`src/rtl/core/nds_pkg.sv`:
```
// Shared types, constants and arithmetic helpers for the normal distribution unit.
// Used by every module under rtl/core; depends on nothing else.
package nds_pkg;

    // Default saturation width of the result.
    localparam int DATA_WIDTH_DEF = 32;

    // Queue between the front and the evaluation lanes.
    localparam int QUEUE_DEPTH = 4;
    localparam int QPTR_W      = 2;
    localparam int QCNT_W      = 3;

    // Operation codes.
    localparam logic [1:0] OP_DENSITY  = 2'd0;
    localparam logic [1:0] OP_CDF      = 2'd1;
    localparam logic [1:0] OP_INTERVAL = 2'd2;

    // Configuration register indexes.
    localparam logic REG_MEAN    = 1'b0;
    localparam logic REG_STD_DEV = 1'b1;

    localparam logic [31:0] STD_DEV_RESET = 32'd65536;

    // Fixed-point constants.
    localparam logic [31:0] INV_SQRT2_Q32   = 32'd3037000500;
    localparam logic [31:0] INV_SQRT2PI_Q32 = 32'd1713444048;
    localparam logic [31:0] P_Q32           = 32'd1406993061;
    localparam logic [31:0] LN2_Q32         = 32'd2977044472;
    localparam logic [39:0] LN2_X64         = 40'd190530846208;
    localparam logic [29:0] Z_CLAMP_Q24     = 30'd268435456;

    localparam logic signed [33:0] A1_Q30 = 34'sd273621191;
    localparam logic signed [33:0] A2_Q30 = -34'sd305476044;
    localparam logic signed [33:0] A3_Q30 = 34'sd1526231383;
    localparam logic signed [33:0] A4_Q30 = -34'sd1560310108;
    localparam logic signed [33:0] A5_Q30 = 34'sd1139675401;

    // Input and result words.
    typedef struct packed {
        logic [1:0]          operation;
        logic signed [31:0]  x_or_lower;
        logic signed [31:0]  upper_bound;
        logic                last_in;
    } nds_in_t;

    typedef struct packed {
        logic signed [31:0]  value;
        logic                last_out;
    } nds_out_t;

    // Per-word side information that travels with the evaluation.
    typedef struct packed {
        logic [1:0] op;
        logic       last;
    } nds_tag_t;

    // One classified operand: sign and magnitude of the distance to the mean.
    typedef struct packed {
        logic        neg;
        logic [32:0] mag;
    } nds_operand_t;

    // Queue entry.
    typedef struct packed {
        nds_tag_t     tag;
        nds_operand_t a;
        nds_operand_t b;
    } nds_qent_t;

    // Constant added after each Horner multiplication.
    function automatic logic signed [33:0] horner_add(input int k);
        logic signed [33:0] c;
        unique case (k)
            1: c = A4_Q30;
            2: c = A3_Q30;
            3: c = A2_Q30;
            4: c = A1_Q30;
            default: c = 34'sd0;
        endcase
        return c;
    endfunction

    // Signed Q30 product, truncated toward zero.
    function automatic logic signed [33:0] mul_q30(input logic signed [33:0] a,
                                                   input logic signed [33:0] b);
        logic signed [67:0] prod;
        logic signed [67:0] adj;
        prod = a * b;
        adj  = prod + (prod[67] ? 68'sd1073741823 : 68'sd0);
        return $signed(adj[63:30]);
    endfunction

endpackage

```
`src/rtl/core/nds_front.sv`:
```
// Front end: accepts input words and classifies each operand against the mean.
// Depends on nds_pkg for the word and queue entry types.
module nds_front (
    input  logic                s_valid,
    output logic                s_ready,
    input  nds_pkg::nds_in_t    s_data,
    input  logic signed [31:0]  mean,
    input  logic                q_full,
    output logic                q_push,
    output nds_pkg::nds_qent_t  q_entry
);

    logic signed [32:0] diff_a;
    logic signed [32:0] diff_b;

    assign s_ready = !q_full;
    assign q_push  = s_valid && !q_full;

    // Distance of each bound to the mean, split into sign and magnitude.
    always_comb begin
        diff_a = 33'(s_data.x_or_lower) - 33'(mean);
        diff_b = 33'(s_data.upper_bound) - 33'(mean);
        q_entry.tag.op   = s_data.operation;
        q_entry.tag.last = s_data.last_in;
        q_entry.a.neg    = diff_a[32];
        q_entry.a.mag    = diff_a[32] ? 33'(-diff_a) : 33'(diff_a);
        q_entry.b.neg    = diff_b[32];
        q_entry.b.mag    = diff_b[32] ? 33'(-diff_b) : 33'(diff_b);
    end

endmodule

```
`config.mk`:
```
export PLATFORM = sky130hd
export DESIGN_NAME = nds_front
export DESIGN_NICKNAME = d
export VERILOG_FILES = /design/src/rtl/core/nds_pkg.sv /design/src/rtl/core/nds_front.sv
export SDC_FILE = /design/constraint.sdc
export NUM_CORES = 1
export LEC_CHECK = 0
export ABC_AREA = 1
export BUFFER_PORTS_ARGS = -buffer_cell sky130_fd_sc_hd__buf_2
export CORE_UTILIZATION = 57
export DETAILED_ROUTE_END_ITERATION = 8
export PLACE_DENSITY = 0.85
export RECOVER_POWER = 50
export SLEW_MARGIN = 20
export SYNTH_ARGS = -nofsm -noshare
export SYNTH_HDL_FRONTEND = slang
export SYNTH_SLANG_ARGS = --single-unit
```
`constraint.sdc`:
```
create_clock -name vclk -period 4.4
set_clock_uncertainty 0.2 [all_clocks]
set_input_delay 0.88 -clock vclk [all_inputs]
set_output_delay 0.88 -clock vclk [all_outputs]
set_load 0.005 [all_outputs]
```
* Word-level counts from Yosys, hierarchy flattened
Index checks and enable logic that the tools add are counted.
** Storage, ports and cells
- Flip-flop bits (word level) :: 0
- Input bits :: 101
** Cells by class
- Add/sub/neg operators :: 4
- Multiplexer cells :: 2
- Reduce and logical (&&, ||, !) cells :: 2
** Operators by type and width (number)
- $mux 33 :: 2
- $neg 33->33 :: 2
- $sub 32x32->33 :: 2
- $logic_and 1x1->1 :: 1
- $logic_not 1->1 :: 1

* Longest topological paths before layout
- Depth in word-level cells :: 3
- Mapped depth :: 21
- Gate-level depth less buffers :: 21

* Worst setup path before layout
Ideal clock, no wire load.
- Path type :: input to output
- From :: input port s_data[33] (netlist bit)
- To :: output port q_entry[56] (netlist bit)
- Arrival time :: 2989 ps
- Setup slack :: 331 ps
- Stages on the path :: 15
- Buffers on the path :: 0
- Cells stage by stage :: inv_1 > ha_1 > fa_1 > ha_1 > a21boi_0 > nand3_1 > nor2_1 > nand2_1 > nor2_2 > nand2_1 > nor2_4 > nand3_2 > o21ai_2 > xor2_1 > inv_1
** RTL lines
- start, declared :: RTL line nds_front.sv:6 : input nds_pkg::nds_in_t s_data,
- end, declared :: RTL line nds_front.sv:10 : output nds_pkg::nds_qent_t q_entry

==> flow_summary.ini <==
[outcome]
outcome = finished with violations
failed_checks = design-rule violations, negative setup slack

[final_layout]
drive_gt1_frac = 0.2289
multi_input_area_um2 = 6221
seq_area_um2 = 0
antenna_cells = 0
num-fill-cells = 1031
seq_cells = 0
final_util = 0.7450
layout.nets = 1792
clkbuf_count = 0
area_delta_synth_final_pct = 25.91

[logic_synthesis]
synth_top_area_cell = nand2_1
ys_seq_area_frac = 0
yosysMostFrequentCell = nand2_1
synth_fp_nets = 1589
postSynthAreaPerCell_um2 = 4.819
synth_commonest_cells = nand2_1 (557), inv_1 (265), nor2_1 (147)
netlist_area_um2 = 6843
synthTopCellsByArea = nand2_1 (31%), inv_1 (15%), ha_1 (12%)
yosys_warnings = 0
synth_cell_types = 36
synth_top_area_frac = 0.3055
syn-instance-count = 1420

[global_routing]
grt-ovfl-total = 0
grt_pass1_wl_um = 36560
antenna_found_initial = 0
first_global_vias = 8635
grt_usage = 0.3456
grt_max_degree = 27

[placed_design]
port_buffers = 168
dpl.hpwl_um = 18500
place_ws_ns = -0.08017
gp_congestion = 0.9460

[detailed_routing]
wl_per_cell_um = 13.03
antenna_left = 0
num_vias = 9502
drtIter0Drc = 666
firstDrtPassIters = 9
wl_um = 22990
drcViolationCount = 9
routed_via_density = 5.387

[floorplanning]
core_um2 = 11560
die_area_um2 = 12450
die-height_um = 111.6
die_x_um = 111.6
initial_core_util = 0.5917
io_pins = 174
rows = 39

[job]
maxCapViolations = 0

[power_and_ir_drop]
ir_worst_vdd_uv = 135.6
p_leak_nw = 5.247
power.density_nw_per_um2 = 183.2

[timing]
whs_ns = 1.560
rsz0062_at_grt = yes
final-hold-violation-count = 0
relSlewSlack = 0.7768
setup_ws_ns = -0.02929
period_share = 1.007
worst_pin_slew_ns = 0.3313
report.final.slew_viol_count = 0
period_minus_slack_ns = 4.429
setup_viol = 4
clock.fmax_ghz = 0.2258

[worst_setup_path]
slowest_delay_ns = 0.57
required_ns = 3.32
path_cells = buf_8 > ha_4 > fa_2 > ha_4 > a21boi_2 > nand3_2 > nor2_2 > nand2_1 > nor2_2 > nand2_2 > nor2_4 > nand3_4 > inv_2 > nand3_2 > nand2_1 > nand2_1 > nand2_1 > inv_1 > buf_2
cp_slowest_cell = fa_2
cp_max_fo = 4
crit_family = simple AND/OR/NAND/NOR gates
setup.worst_path.start_class = input pin
crit_path_end_kind = output pin
cpMostUsedCell = nand2_1
arrival_ns = 3.35
path_class = input pin to output pin
path_buf_inv = 4

[min_path]
hold_path.class = input pin to output pin
## stage by stage
stage | area (um2) | TNS, ns | instances | power (mW)
2_1_floorplan | 6843 | 0 | 1420 | 0.9737
3_3_place_gp | 7975 | -0.1941 | 1745 | 1.401
3_5_place_dp | 7975 | -1.189 | 1745 | 1.426
4_1_cts | 8152 | -0.09843 | 1755 | 1.457
5_1_grt | 8616 | -2.993 | 1764 | 1.747
6_report | 8616 | -0.05024 | 1764 | 1.579
## power breakdown
group          switching [mW]  internal [mW]  total [mW]
combinational           0.961          0.617        1.58
clock                       0              0           0
sequential                  0              0           0
total                   0.961          0.617        1.58
## timing repair
item / in CTS / in global routing
endpoints found under the setup margin: 29 / 61
pin swaps: 16 / 24
gates resized for setup: 29 / 102
hold buffers: 0 / 0
buffers inserted: 10 / 9
## final cells by class
type,instances,share of cell area
Inverter,276,0.1211
Tap cell,143,0.02077
Multi-Input combinational cell,1136,0.7220
Timing Repair Buffer,209,0.1361
## metal layers
layer	routed length, um	part of all wire	GRT usage	vias up
met5	0	0	0	-
met1	9590	0.42	0.4111	4245
met4	883	0.038	0.1243	0
li1	-	-	-	4787
met2	11350	0.49	0.6583	394
met3	1160	0.050	0.01034	76
## final timing paths
| check | from | end | slack [ns] | cells past startpoint |
|---|---|---|---|---|
| setup / recovery | mean[0] | q_entry[60] | -0.03 | 19 |
| hold / removal | s_data[66] | q_entry[70] | 1.56 | 0 |
## layout by cell type (no fill, tap or decap), types with 5 or more instances in the layout
| master | netlist | final |
|---|---|---|
| nand3_1 | 108 | 96 |
| a21oi_1 | 59 | 53 |
| a21oi_2 | 0 | 5 |
| nor3_1 | 15 | 12 |
| nor2_1 | 147 | 120 |
| nor3_2 | 2 | 5 |
| inv_2 | 9 | 11 |
| nor2_4 | 5 | 9 |
| xor2_1 | 39 | 39 |
| nand2_2 | 24 | 48 |
| o21ai_1 | 3 | 6 |
| ha_4 | 0 | 10 |
| nand3b_1 | 20 | 20 |
| ha_1 | 66 | 45 |
| ha_2 | 0 | 11 |
| nand4_1 | 20 | 20 |
| nand3_2 | 5 | 14 |
| nor2_2 | 7 | 30 |
| o21ai_0 | 28 | 24 |
| buf_2 | 3 | 165 |
| inv_1 | 265 | 262 |
| buf_4 | 5 | 39 |
| nand2_1 | 557 | 532 |
| xnor2_1 | 10 | 9 |
## cell families (layout without fill, tap and decap cells)
family / count (synthesis) / after routing / synth area share
and+or+nand+nor: 916 / 916 / 0.5701
buffers and inverters: 284 / 485 / 0.1594
AOI/OAI and AO/OA: 103 / 103 / 0.08119
adders and majority gates: 68 / 68 / 0.1265
xor gates and xnor gates: 49 / 49 / 0.06272
No activity file was read; power rests on OpenSTA's default activity.
