`config.mk`:
```
export PLATFORM = sky130hd
export DESIGN_NAME = nds_queue
export DESIGN_NICKNAME = d
export VERILOG_FILES = /design/src/rtl/core/nds_pkg.sv /design/src/rtl/core/nds_queue.sv
export SDC_FILE = /design/constraint.sdc
export NUM_CORES = 1
export LEC_CHECK = 0
export ABC_CLOCK_PERIOD_IN_PS = 3500
export BUFFER_PORTS_ARGS = -buffer_cell sky130_fd_sc_hd__buf_2
export CORE_UTILIZATION = 40
export DETAILED_ROUTE_END_ITERATION = 12
export PLACE_DENSITY_LB_ADDON = 0.15
export SKIP_CTS_REPAIR_TIMING = 1
export SYNTH_ARGS = -nofsm -noshare
export SYNTH_HDL_FRONTEND = slang
export SYNTH_SLANG_ARGS = --single-unit
```
`constraint.sdc`:
```
create_clock -name aclk -period 3.5 [get_ports aclk]
set_input_delay 0.875 -clock aclk [delete_from_list [all_inputs] [get_ports aclk]]
set_output_delay 0.875 -clock aclk [all_outputs]
set_load 0.005 [all_outputs]
```
`src/rtl/core/nds_pkg.sv`:
```
// Shared types, constants and arithmetic helpers for the normal distribution unit.
// Used by every module under rtl/core; depends on nothing else.
package nds_pkg;

    // Default saturation width of the result.
    localparam int DATA_WIDTH_DEF = 32;

    // Queue between the front and the evaluation lanes.
    localparam int QUEUE_DEPTH = 4;
    localparam int QPTR_W      = 2;
    localparam int QCNT_W      = 3;

    // Operation codes.
    localparam logic [1:0] OP_DENSITY  = 2'd0;
    localparam logic [1:0] OP_CDF      = 2'd1;
    localparam logic [1:0] OP_INTERVAL = 2'd2;

    // Configuration register indexes.
    localparam logic REG_MEAN    = 1'b0;
    localparam logic REG_STD_DEV = 1'b1;

    localparam logic [31:0] STD_DEV_RESET = 32'd65536;

    // Fixed-point constants.
    localparam logic [31:0] INV_SQRT2_Q32   = 32'd3037000500;
    localparam logic [31:0] INV_SQRT2PI_Q32 = 32'd1713444048;
    localparam logic [31:0] P_Q32           = 32'd1406993061;
    localparam logic [31:0] LN2_Q32         = 32'd2977044472;
    localparam logic [39:0] LN2_X64         = 40'd190530846208;
    localparam logic [29:0] Z_CLAMP_Q24     = 30'd268435456;

    localparam logic signed [33:0] A1_Q30 = 34'sd273621191;
    localparam logic signed [33:0] A2_Q30 = -34'sd305476044;
    localparam logic signed [33:0] A3_Q30 = 34'sd1526231383;
    localparam logic signed [33:0] A4_Q30 = -34'sd1560310108;
    localparam logic signed [33:0] A5_Q30 = 34'sd1139675401;

    // Input and result words.
    typedef struct packed {
        logic [1:0]          operation;
        logic signed [31:0]  x_or_lower;
        logic signed [31:0]  upper_bound;
        logic                last_in;
    } nds_in_t;

    typedef struct packed {
        logic signed [31:0]  value;
        logic                last_out;
    } nds_out_t;

    // Per-word side information that travels with the evaluation.
    typedef struct packed {
        logic [1:0] op;
        logic       last;
    } nds_tag_t;

    // One classified operand: sign and magnitude of the distance to the mean.
    typedef struct packed {
        logic        neg;
        logic [32:0] mag;
    } nds_operand_t;

    // Queue entry.
    typedef struct packed {
        nds_tag_t     tag;
        nds_operand_t a;
        nds_operand_t b;
    } nds_qent_t;

    // Constant added after each Horner multiplication.
    function automatic logic signed [33:0] horner_add(input int k);
        logic signed [33:0] c;
        unique case (k)
            1: c = A4_Q30;
            2: c = A3_Q30;
            3: c = A2_Q30;
            4: c = A1_Q30;
            default: c = 34'sd0;
        endcase
        return c;
    endfunction

    // Signed Q30 product, truncated toward zero.
    function automatic logic signed [33:0] mul_q30(input logic signed [33:0] a,
                                                   input logic signed [33:0] b);
        logic signed [67:0] prod;
        logic signed [67:0] adj;
        prod = a * b;
        adj  = prod + (prod[67] ? 68'sd1073741823 : 68'sd0);
        return $signed(adj[63:30]);
    endfunction

endpackage

```
`src/rtl/core/nds_queue.sv`:
```
// Short queue of classified words between the front and the evaluation lanes.
// Depends on nds_pkg for the entry type and depth.
module nds_queue (
    input  logic                aclk,
    input  logic                aresetn,
    input  logic                push,
    input  nds_pkg::nds_qent_t  din,
    output logic                full,
    input  logic                pop,
    output logic                empty,
    output nds_pkg::nds_qent_t  dout
);

    nds_pkg::nds_qent_t                  mem [0:nds_pkg::QUEUE_DEPTH-1];
    logic [nds_pkg::QPTR_W-1:0]          wr_reg, wr_next;
    logic [nds_pkg::QPTR_W-1:0]          rd_reg, rd_next;
    logic [nds_pkg::QCNT_W-1:0]          cnt_reg, cnt_next;

    assign full  = (cnt_reg == nds_pkg::QCNT_W'(nds_pkg::QUEUE_DEPTH));
    assign empty = (cnt_reg == '0);
    assign dout  = mem[rd_reg];

    // Pointer and fill count update.
    always_comb begin
        wr_next  = push ? wr_reg + 1'b1 : wr_reg;
        rd_next  = pop  ? rd_reg + 1'b1 : rd_reg;
        cnt_next = cnt_reg + nds_pkg::QCNT_W'(push) - nds_pkg::QCNT_W'(pop);
    end

    always_ff @(posedge aclk) begin
        if (!aresetn) begin
            wr_reg  <= '0;
            rd_reg  <= '0;
            cnt_reg <= '0;
        end else begin
            wr_reg  <= wr_next;
            rd_reg  <= rd_next;
            cnt_reg <= cnt_next;
        end
    end

    // Storage.
    always_ff @(posedge aclk) begin
        if (push) begin
            mem[wr_reg] <= din;
        end
    end

endmodule

```
======== Yosys cells after proc, flatten, opt, wreduce, memory -nomap -nowiden ========
Memory sizes are Yosys's and may differ from the RTL's. A register that Yosys moved wholly into a read port is not among the register bits.
Cells that the tools add are included.
cells by class
  mux-type cells .......................... 4
  eq/ne operators ......................... 1
  reductions and logical operators ........ 1
  $add $sub $neg .......................... 4
operators with widths
  cell                                         number
  adder 2 x 1 -> 2 bit, second input constant  2
  two-way mux 2 bit                            2
  adder 3 x 1 -> 3 bit                         1
  == test 3 bit, second input constant         1
  zero test 3 bit                              1
  subtractor 3 x 1 -> 3 bit                    1
  two-way mux 1 bit                            2
storage, ports and cells
  bits of input ports ..................... 75
  memories kept ........................... 1
  register bits after elaboration ......... 7
  output and inout port bits .............. 73
  RAM bits ................................ 284
  word-level logic and storage cells ...... 14
memories
  name  depth  width  rd ports  clocked after memory_dff  wr ports  RTL line         RTL
  mem   4      71     1         1                         1         nds_queue.sv:14  nds_pkg::nds_qent_t mem [0:nds_pkg::QUEUE_DEPTH-1];

======== Logic depth before layout (Yosys ltp) ========
  depth after elaboration ................. 3
  gate-level depth with buffers ........... 7
  mapped depth without buffers ............ 7

======== Least setup slack after synthesis ========
OpenSTA, ideal clock, no wires.
  path type ............................... input to register
  start ................................... input port push
  end ..................................... memory mem[0][0] in the netlist's numbering (enable)
  cell stages on the path ................. 1
  required time ........................... 3.063 ns
  arrival time ............................ 2.538 ns
  slack ................................... 0.526 ns
  library setup time ...................... 0.437 ns
  path buffers ............................ 0
  cell sequence ........................... and2_1
between the ends
  longest elaborated chain between the ends .. 2
ends and longest elaborated chain
  item                                     RTL line         RTL
  start, declared                          nds_queue.sv:6   input logic push,
  two-way mux 1 bit                        nds_queue.sv:44  if (push) begin
  two-way mux 1 bit (implied by the code)  nds_queue.sv:45  mem[wr_reg] <= din;
  end, declared                            nds_queue.sv:14
Every way passes these cells.

==> results.toml <==
[run_status]
status = "complete, but fails checks"
violations = "DRC"

[final_layout]
final_util = 0.490
area_growth_pct = 19.3
largest_reg_flops = 284
nFillCells = 2124
drive_gt1_frac = 0.442
layout_commonest_cell = "edfxtp_1"
fin_nets = 675
final_cell_mix = "284 x edfxtp_1, 147 x buf_2, 70 x mux4_2, 30 x clkbuf_16, 13 x clkinv_1"

[worst_setup_path]
cp-end-kind = "primary output"
cp_num_buf_inv = 2
rr_worst_depth = 3
worst-path-max-fanout = 24
path_class = "flop to primary output"
worstPathRequired_ns = 2.62
cp_cell_sequence = "buf_4 -> mux4_1 -> buf_2"
startpoint_type = "flop"
path_delay_family = "flip-flops"
critical_path_cell_count = 3
arrival_ns = 2.26
cpPeakStageDelay_ns = 0.71
slowest_stage = "dfxtp_4"

[sta]
drv_slew = 0
hold_violations = 0
min_period_over_period = 0.896
worst-slew-pin-transition_ns = 0.640
timing.hold.ws_ns = 0.537
fmax_mhz = 319
setup-violations-final = 0
layout_setup_ws_ns = 0.365
finClkSkew_ns = 0.0101
fin_crit_ns = 3.13
fin_tns_setup_ns = 0
rsz0062_at_grt = "no"
worst_slew_margin_rel = 0.574

[clock_network]
h-tree-depth = 1
clockBufferDepth = 3
cts-buffers-inserted = 30
clockRootBuffer = "clkbuf_16"
clk_pin_slew_worst_paths_ns = 0.06
cts.sinks = 293
insertion_delay_ns = 0.53
cts_tree = "done"

[global_route]
busiest_layer = "met2"
grt_max_degree = 40
use_met1 = 0.191
grt_pass1_wl_um = 31000
antenna_found_initial = 2
grt_pass1_vias = 5273
grt_overflow = 0
met2_usage = 0.255
grt.met3_usage = 0.0357
track_usage = 0.149

[detailed_routing]
drtAntennaViolNets = 0
dr_total_vias = 4814
route.detailed.drc = 20
drtIter0Drc = 339
wl_per_cell_um = 21.0
viasPerCell = 5.04
drt_pass1_iterations = 8
wirelength_um = 20100

[floorplanning]
start_util = 0.411
rows = 59
core_area_sq_mm = 0.0262
die_x_um = 166
pin_count = 148
die_area_sq_mm = 0.0276
die_h_um = 166

[place]
dpl.hpwl_um = 12100
portBuffers = 147
gp_congestion = 0.709
dp_slack_ns = 0.865

[run]
cap_violations = 0

[pwr]
peakVddDrop_mv = 0.350
p_per_area_mw_per_mm2 = 596
leakage_nw = 4.33

[hold_path]
holdCritPathClass = "flop to flop"
whs_path_depth = 2

[synth]
syn-instance-count = 414
synth_cell_type_count = 21
synth_nets = 496
syn-cell-area_sq_mm = 0.0108
synth_warnings = 0
ys_seq_area_frac = 0.809
syn_avg_cell_area_sq_um = 26.0
ys_ff_latch = 293
==> synthesized netlist by cell type <==
| library cell | n | area share |
|---|---|---|
| buf_12 | 7 | 0.013 |
| and2_1 | 6 | 0.0035 |
| mux4_1 | 1 | 0.0024 |
| nand3b_1 | 1 | 0.00070 |
| fa_1 | 1 | 0.0019 |
| a21bo_2 | 1 | 0.00093 |
| edfxtp_1 | 284 | 0.79 |
| inv_1 | 7 | 0.0024 |
| buf_1 | 1 | 0.00035 |
| dfxtp_1 | 9 | 0.017 |
| xor3_1 | 1 | 0.0022 |
| nor3_1 | 1 | 0.00046 |
| buf_6 | 1 | 0.0010 |
| mux4_2 | 70 | 0.15 |
| mux2i_1 | 1 | 0.00093 |
| ha_1 | 6 | 0.0070 |
| and3_1 | 1 | 0.00058 |
| buf_2 | 7 | 0.0033 |
| nor2_1 | 5 | 0.0017 |
| a21oi_1 | 1 | 0.00046 |
| xnor2_1 | 2 | 0.0016 |
==> worst register-to-register path, delay by kind of cell (launching register included) <==
kind	cells	cell delay, ns
simple gates	1	0.55
flops	1	0.40
buf+inv	1	0.40
fa+ha+maj	1	0.18
==> per-layer routing <==
| layer | vias up | routed length [um] |
|---|---|---|
| met5 | - | 13 |
| met4 | 2 | 259 |
| met3 | 24 | 1320 |
| met2 | 124 | 10000 |
| met1 | 2529 | 8480 |
| li1 | 2135 | - |
==> per-stage QoR <==
step           std cells  total power [mW]  instance area, sq um
2_1_floorplan        414              4.57                 10800
3_3_place_gp         896              4.85                 11900
3_5_place_dp         896              4.88                 11900
4_1_cts              952              7.76                 12800
5_1_grt              953              7.94                 12800
6_report             955              7.65                 12800
==> cell type report <==
class / count / area (sq um) / area share
flip-flops and latches: 293 / 8720 / 0.679
multi-input cells: 98 / 1850 / 0.144
repair buffers: 163 / 931 / 0.0725
clock buffers: 40 / 788 / 0.0614
well taps: 335 / 419 / 0.0327
clock inverters: 16 / 100 / 0.00780
inverters: 7 / 26.3 / 0.00205
diodes: 3 / 7.51 / 0.000585
==> path summary, 6_finish.rpt <==
path	slack, ns	to	startpoint
worst min-delay path	0.54	flop	rd_reg[1]
worst min register to register	0.54	flop	rd_reg[1]
worst max register to register	1.65	mem[3][29]	wr_reg[0]
worst max-delay path	0.37	dout[67]	flop
==> power by group <==
group	internal (mW)	switching (mW)
sequential	4.03	0.0716
combinational	0.359	0.326
clock	1.64	1.22
total	6.03	1.61
==> kinds of logic (layout without fill, tap and decap cells) <==
| logic type | Yosys count | after routing | synth area share |
|---|---|---|---|
| fa+ha+maj | 7 | 7 | 0.00883 |
| flops | 293 | 293 | 0.809 |
| compound gates | 2 | 2 | 0.00139 |
| mux | 72 | 72 | 0.150 |
| buf+inv | 23 | 226 | 0.0201 |
| simple gates | 14 | 14 | 0.00698 |
| xor+xnor | 3 | 3 | 0.00384 |
| other cells | 0 | 3 | 0 |
Power figures use the tool's default switching activity.
